## config.mk

```make
export PLATFORM = sky130hd
export DESIGN_NAME = bir_addr_map
export DESIGN_NICKNAME = d
export VERILOG_FILES = /design/src/rtl/bir_pkg.sv /design/src/rtl/bir_addr_map.sv
export SDC_FILE = /design/constraint.sdc
export NUM_CORES = 2
export LEC_CHECK = 0
export BUFFER_PORTS_ARGS = -buffer_cell sky130_fd_sc_hd__buf_2
export CAP_MARGIN = 25
export CORE_MARGIN = 2
export CORE_UTILIZATION = 41
export CTS_BUF_LIST = sky130_fd_sc_hd__clkbuf_4 sky130_fd_sc_hd__clkbuf_8
export CTS_CLUSTER_SIZE = 8
export DETAILED_ROUTE_END_ITERATION = 8
export GPL_TIMING_DRIVEN = 0
export SLEW_MARGIN = 10
export SYNTH_ARGS = -nofsm -noshare
export SYNTH_HDL_FRONTEND = slang
export SYNTH_SLANG_ARGS = --single-unit
```

## constraint.sdc

```tcl
create_clock -name clk -period 11.1 [get_ports clk]
set_input_delay 2.22 -clock clk [delete_from_list [all_inputs] [get_ports clk]]
set_output_delay 2.22 -clock clk [all_outputs]
set_load 0.05 [all_outputs]
```

## src/rtl/bir_pkg.sv

```systemverilog
// Shared types, widths and constants for the bilinear image resize core.
// No dependencies; every other file of the block but bir_ram imports this package.
package bir_pkg;

  localparam int unsigned COORD_W   = 12;
  localparam int unsigned CHAN_W    = 8;
  localparam int unsigned NUM_CHAN  = 3;
  localparam int unsigned PIX_W     = CHAN_W * NUM_CHAN;
  localparam int unsigned SIZE_W    = 10;
  localparam int unsigned RATIO_W   = 24;
  localparam int unsigned CFG_IDX_W = 2;

  localparam int unsigned DEF_MAX_SRC_WIDTH  = 512;
  localparam int unsigned DEF_MAX_SRC_HEIGHT = 512;
  localparam int unsigned DEF_FRAC_BITS      = 16;

  localparam logic [SIZE_W-1:0]  RST_SRC_WIDTH  = SIZE_W'(512);
  localparam logic [SIZE_W-1:0]  RST_SRC_HEIGHT = SIZE_W'(512);
  localparam logic [RATIO_W-1:0] RST_RATIO      = RATIO_W'(65536);

  localparam logic KIND_LOAD    = 1'b0;
  localparam logic KIND_REQUEST = 1'b1;

  typedef enum logic [CFG_IDX_W-1:0] {
    REG_SRC_WIDTH  = 2'd0,
    REG_SRC_HEIGHT = 2'd1,
    REG_X_RATIO    = 2'd2,
    REG_Y_RATIO    = 2'd3
  } cfg_reg_t;

  typedef struct packed {
    logic               is_load;
    logic [COORD_W-1:0] row;
    logic [COORD_W-1:0] col;
  } tag_t;

  // Last valid index of an axis: a size of zero acts as one, and a size above
  // the store limit acts as the limit.
  function automatic logic [COORD_W-1:0] size_last(input logic [SIZE_W-1:0] size,
                                                   input logic [COORD_W:0] limit);
    logic [COORD_W:0] eff;
    if (size == '0) begin
      eff = (COORD_W+1)'(1);
    end else if ((COORD_W+1)'(size) > limit) begin
      eff = limit;
    end else begin
      eff = (COORD_W+1)'(size);
    end
    size_last = COORD_W'(eff - (COORD_W+1)'(1));
  endfunction

endpackage

```

## src/rtl/bir_addr_map.sv

```systemverilog
// Position mapping stages: ratio multiply, then index clamp and fraction split (loads pass their coordinates).
// Depends on bir_pkg.
module bir_addr_map #(
  parameter int unsigned MAX_SRC_WIDTH  = bir_pkg::DEF_MAX_SRC_WIDTH,
  parameter int unsigned MAX_SRC_HEIGHT = bir_pkg::DEF_MAX_SRC_HEIGHT,
  parameter int unsigned FRAC_BITS      = bir_pkg::DEF_FRAC_BITS,
  localparam int unsigned XW = $clog2(MAX_SRC_WIDTH),
  localparam int unsigned YW = $clog2(MAX_SRC_HEIGHT)
) (
  input  logic                          clk,
  input  logic                          rst,
  input  logic [bir_pkg::SIZE_W-1:0]    src_width,
  input  logic [bir_pkg::SIZE_W-1:0]    src_height,
  input  logic [bir_pkg::RATIO_W-1:0]   x_ratio_q16,
  input  logic [bir_pkg::RATIO_W-1:0]   y_ratio_q16,
  input  logic                          in_valid,
  output logic                          in_ready,
  input  logic                          kind,
  input  logic [bir_pkg::COORD_W-1:0]   row,
  input  logic [bir_pkg::COORD_W-1:0]   col,
  input  logic [bir_pkg::CHAN_W-1:0]    chan0,
  input  logic [bir_pkg::CHAN_W-1:0]    chan1,
  input  logic [bir_pkg::CHAN_W-1:0]    chan2,
  output logic                          b_valid,
  input  logic                          b_ready,
  output bir_pkg::tag_t                 b_tag,
  output logic [XW-1:0]                 x0,
  output logic [XW-1:0]                 x1,
  output logic [YW-1:0]                 y0,
  output logic [YW-1:0]                 y1,
  output logic [FRAC_BITS-1:0]          fx,
  output logic [FRAC_BITS-1:0]          fy,
  output logic [bir_pkg::PIX_W-1:0]     b_pix
);
  import bir_pkg::*;

  localparam int unsigned PRODW = COORD_W + RATIO_W;
  localparam int unsigned IPW   = PRODW - FRAC_BITS;

  logic             a_valid;
  logic             a_en;
  logic             b_en;
  tag_t             a_tag;
  logic [PRODW-1:0] prod_x;
  logic [PRODW-1:0] prod_y;
  logic [PIX_W-1:0] a_pix;
  logic [XW-1:0]    x_last;
  logic [YW-1:0]    y_last;
  logic [IPW-1:0]   ip_x;
  logic [IPW-1:0]   ip_y;
  logic [XW-1:0]    x_lo;
  logic [XW-1:0]    x_hi;
  logic [YW-1:0]    y_lo;
  logic [YW-1:0]    y_hi;
  logic             load_ok;

  assign b_en     = !b_valid || b_ready;
  assign a_en     = !a_valid || b_en;
  assign in_ready = a_en;

  always_ff @(posedge clk) begin
    if (rst) begin
      a_valid <= 1'b0;
    end else if (a_en) begin
      a_valid <= in_valid;
    end
  end

  always_ff @(posedge clk) begin
    if (a_en) begin
      a_tag  <= '{is_load: (kind == KIND_LOAD), row: row, col: col};
      prod_x <= PRODW'(col) * PRODW'(x_ratio_q16);
      prod_y <= PRODW'(row) * PRODW'(y_ratio_q16);
      a_pix  <= {chan2, chan1, chan0};
    end
  end

  assign x_last = XW'(size_last(src_width, (COORD_W+1)'(MAX_SRC_WIDTH)));
  assign y_last = YW'(size_last(src_height, (COORD_W+1)'(MAX_SRC_HEIGHT)));
  assign ip_x   = prod_x[PRODW-1:FRAC_BITS];
  assign ip_y   = prod_y[PRODW-1:FRAC_BITS];

  always_comb begin
    if (ip_x > IPW'(x_last)) begin
      x_lo = x_last;
    end else begin
      x_lo = XW'(ip_x);
    end
    if (ip_y > IPW'(y_last)) begin
      y_lo = y_last;
    end else begin
      y_lo = YW'(ip_y);
    end
    x_hi = (x_lo < x_last) ? x_lo + XW'(1) : x_last;
    y_hi = (y_lo < y_last) ? y_lo + YW'(1) : y_last;
    load_ok = ((COORD_W+1)'(a_tag.row) < (COORD_W+1)'(MAX_SRC_HEIGHT)) &&
              ((COORD_W+1)'(a_tag.col) < (COORD_W+1)'(MAX_SRC_WIDTH));
  end

  always_ff @(posedge clk) begin
    if (rst) begin
      b_valid <= 1'b0;
    end else if (b_en) begin
      b_valid <= a_valid && (!a_tag.is_load || load_ok);
    end
  end

  always_ff @(posedge clk) begin
    if (b_en) begin
      b_tag <= a_tag;
      b_pix <= a_pix;
      fx    <= prod_x[FRAC_BITS-1:0];
      fy    <= prod_y[FRAC_BITS-1:0];
      if (a_tag.is_load) begin
        x0 <= XW'(a_tag.col);
        x1 <= XW'(a_tag.col);
        y0 <= YW'(a_tag.row);
        y1 <= YW'(a_tag.row);
      end else begin
        x0 <= x_lo;
        x1 <= x_hi;
        y0 <= y_lo;
        y1 <= y_hi;
      end
    end
  end

`ifndef SYNTH
  a_x_neighbors: assert property (@(posedge clk) disable iff (rst)
    b_valid && !b_tag.is_load |-> (x0 <= x_last) && (x1 == x0 || x1 == x0 + XW'(1)))
    else $error("horizontal neighbors out of order or beyond the last column");
  a_y_neighbors: assert property (@(posedge clk) disable iff (rst)
    b_valid && !b_tag.is_load |-> (y0 <= y_last) && (y1 == y0 || y1 == y0 + YW'(1)))
    else $error("vertical neighbors out of order or beyond the last row");
`endif

endmodule

```

==> qor.txt <==
Status - finished, final reports clean
Post-DP Area - 0.0294 sq mm
First-pass GRT wire length - 112 mm
# IOs - 240
CTS max path bufs - 3
Worst hold margin - 397 ps
Synth warnings - 0
Crit path max fanout - 10
Top delay family on crit path - adder cells
CP peak stage delay - 700 ps
Overall routing resource usage - 21.6%
CP arrival - 9100 ps
Gr ovfl total - 0
DIE WIDTH - 261 microns
Clk sinks - 240
Die area - 0.0680 sq mm
Initial antenna violation count - 12
H-tree depth - 2
Fin util - 46.3%
Worst setup SP type - input pin
Primary FF master, synth - edfxtp_1
CTS root buf - clkbuf_8
Post-synth top cells - 478 x nand2_1, 463 x inv_1, 440 x fa_1
Setup_tns - 0 ps
Resize count post-CTS - 0
R2R depth - 16
Top cell by count, worst path - fa_1
Post-Syn Instances - 2646
Residual DRC - 0
Max-slew headroom - 29.6%
DRT Pass-1 Iters - 5
Area leader, netlist - fa_1
Layout area overhead - 12.2%
Post-synthesis instance area - 0.0270 sq mm
Post-synth EDFFs - 238
Final min period - 8760 ps
Initial drt markers - 1324
DR vias - 19600
PortBufs - 238
RSZ-0062 raised after global routing - no
#FFs+latches synth - 240
CTS tree - yes
CTS Hold Bufs - 0
Filler cell count - 6207
Largest net degree at the start of global routing - 61
GP Congestion - 0.874
Max VDD drop - 268 uV
Synth async-reset ratio - 0%
Avg Vias per Cell - 5.09
Worst Max-Slew Pin Slew - 1050 ps
Die Ht - 261 microns
CTS clock-pin slew for the worst setup and hold paths - 60 ps
Total CTS buffers - 45
Hold Path Class - register to register
Slew Limit Fails - 0
Synth unique cells - 82
Wirelength per Cell - 18.5 microns
Critical path endpoint category - register
Syn avg cell area - 10.2 sq um
Vias in the first global route - 20600
Postcts setup bufs - 0
Final Instance Area - 0.0303 sq mm
Nets - 3669
PwrDens - 276 mW/mm^2
Layout cell share with drive strength beyond 1 - 11.6%
Max-cap violations - 0
Core area - 0.0655 sq mm
Slowest-stage cell, CP - o311ai_0
Setup Skew - 35.9 ps
Crit path buffers/inverters - 5
Worst Hold Depth - 0
Hold Fails Final Rpt - 0
CP Depth - 22
Starting Density - 41.3%
Post-synthesis sequential area ratio - 26.6%
Total power - 8370 uW
Most common cell in the netlist - nand2_1
Ranking of synthesized cells by area - fa_1 33%, edfxtp_1 26%, ha_1 8.0%, nand2_1 6.6%, inv_1 6.4%
Clock insertion delay at the later pin of the skew report - 630 ps
Routed WL - 71.1 mm
Critical path, cell by cell - buf_2 > clkbuf_1 > nand2_1 > fa_1 > fa_1 > inv_1 > fa_1 > inv_1 > fa_1 > inv_1 > fa_1 > ha_1 > a21o_1 > a21oi_1 > nor3b_1 > a211oi_1 > o311ai_0 > a31oi_1 > a41oi_1 > o21ai_0 > a21oi_1 > xnor2_1
Max Fclk - 0.114 GHz
Rows - 94
Crit Path Category - input pin to register
DPL Wire Length - 58.7 mm
Final Setup Violations - 0
Leak Pwr - 0.0141 uW
Post-DRT Antenna Nets - 0
Yosys top cell area share - 32.6%
CP required - 11440 ps
Mapped Nets - 3379
Final Cycle Share - 79.0%
==> power by group <==
part	total (uW)	internal (uW)	switching, uW
Combinational	5830	2380	3460
Sequential	1650	1550	106
Clock	881	478	404
Total	8370	4400	3970
==> flip-flops by register name, indices dropped and copies added, names as in the netlist <==
signal,count
a_pix,24
a_tag,25
a_valid,1
b_pix,24
b_tag,25
b_valid,1
fx,16
fy,16
prod_x,36
prod_y,36
x0,9
x1,9
y0,9
y1,9
==> logic make-up (layout without fill, tap and decap cells) <==
family	count (synthesis)	in the layout	share of synthesized area [%]
compound gates	271	271	6.63
xor+xnor	74	74	2.40
fa+ha+maj	613	613	40.6
buf+inv	576	898	8.07
flops	240	240	26.6
mux	27	27	1.04
other cells	0	11	0
simple gates	845	845	14.7
==> layout by cell type, fill, tap and decap left out, types with 16 or more instances in the layout <==
| cell | netlist | final |
|---|---|---|
| nand2_1 | 478 | 477 |
| inv_1 | 463 | 462 |
| fa_1 | 440 | 440 |
| buf_2 | 3 | 243 |
| edfxtp_1 | 238 | 238 |
| and2_1 | 188 | 188 |
| ha_1 | 172 | 172 |
| clkbuf_1 | 106 | 106 |
| a21oi_1 | 74 | 74 |
| o21ai_0 | 58 | 58 |
| nor2_1 | 54 | 54 |
| xnor2_1 | 49 | 49 |
| clkbuf_8 | 0 | 48 |
| a21o_1 | 29 | 29 |
| xor2_1 | 25 | 25 |
| mux2i_1 | 21 | 21 |
| nand3_1 | 18 | 18 |
| o21a_1 | 16 | 16 |
==> area by class of cell <==
type	count	area (sq um)	share of cell area (%)
antenna	11	27.5	0.0907
buffer	113	443	1.46
clock buffer	56	721	2.38
clock inverter	23	181	0.598
inverter	463	1740	5.75
multi-input combinational	1830	17700	58.2
sequential	240	7190	23.7
tap	864	1080	3.56
timing repair buffer	243	1280	4.23
==> stage by stage <==
stage / std cells / worst slack, ps
global placement: 3748 / 1530
floorplan: 2646 / 3370
global route: 3840 / 2020
detailed placement: 3753 / 1850
CTS: 3832 / 2510
finish: 3843 / 2340
==> metal layers <==
metal | up-vias | track usage, % | wire length, microns | share of wire, %
met2 | 605 | 33.9 | 32300 | 45
met4 | 8 | 7.95 | 2480 | 3.5
met3 | 117 | 4.15 | 4930 | 6.9
li1 | 8979 | - | - | -
met1 | 9845 | 29.6 | 31300 | 44
met5 | - | 0 | 43 | 0.060
==> final timing paths <==
kind / end / from / slack [ps]
setup reg to reg: y1[7]$_DFFE_PP_ / prod_y[22]$_DFFE_PP_ / 5930
setup / recovery: prod_x[34]$_DFFE_PP_ / col[3] / 2340
hold / removal: fy[11]$_DFFE_PP_ / prod_y[11]$_DFFE_PP_ / 400
hold reg to reg: fy[11]$_DFFE_PP_ / prod_y[11]$_DFFE_PP_ / 400
==> worst reg2reg max path: cells and delay by family (launching register included) <==
family	cells	cell delay (ps)
simple gates	5	1220
buf+inv	3	660
compound gates	7	2250
fa+ha+maj	1	300
flops	1	490
No activity file was read; power rests on OpenSTA's default activity.
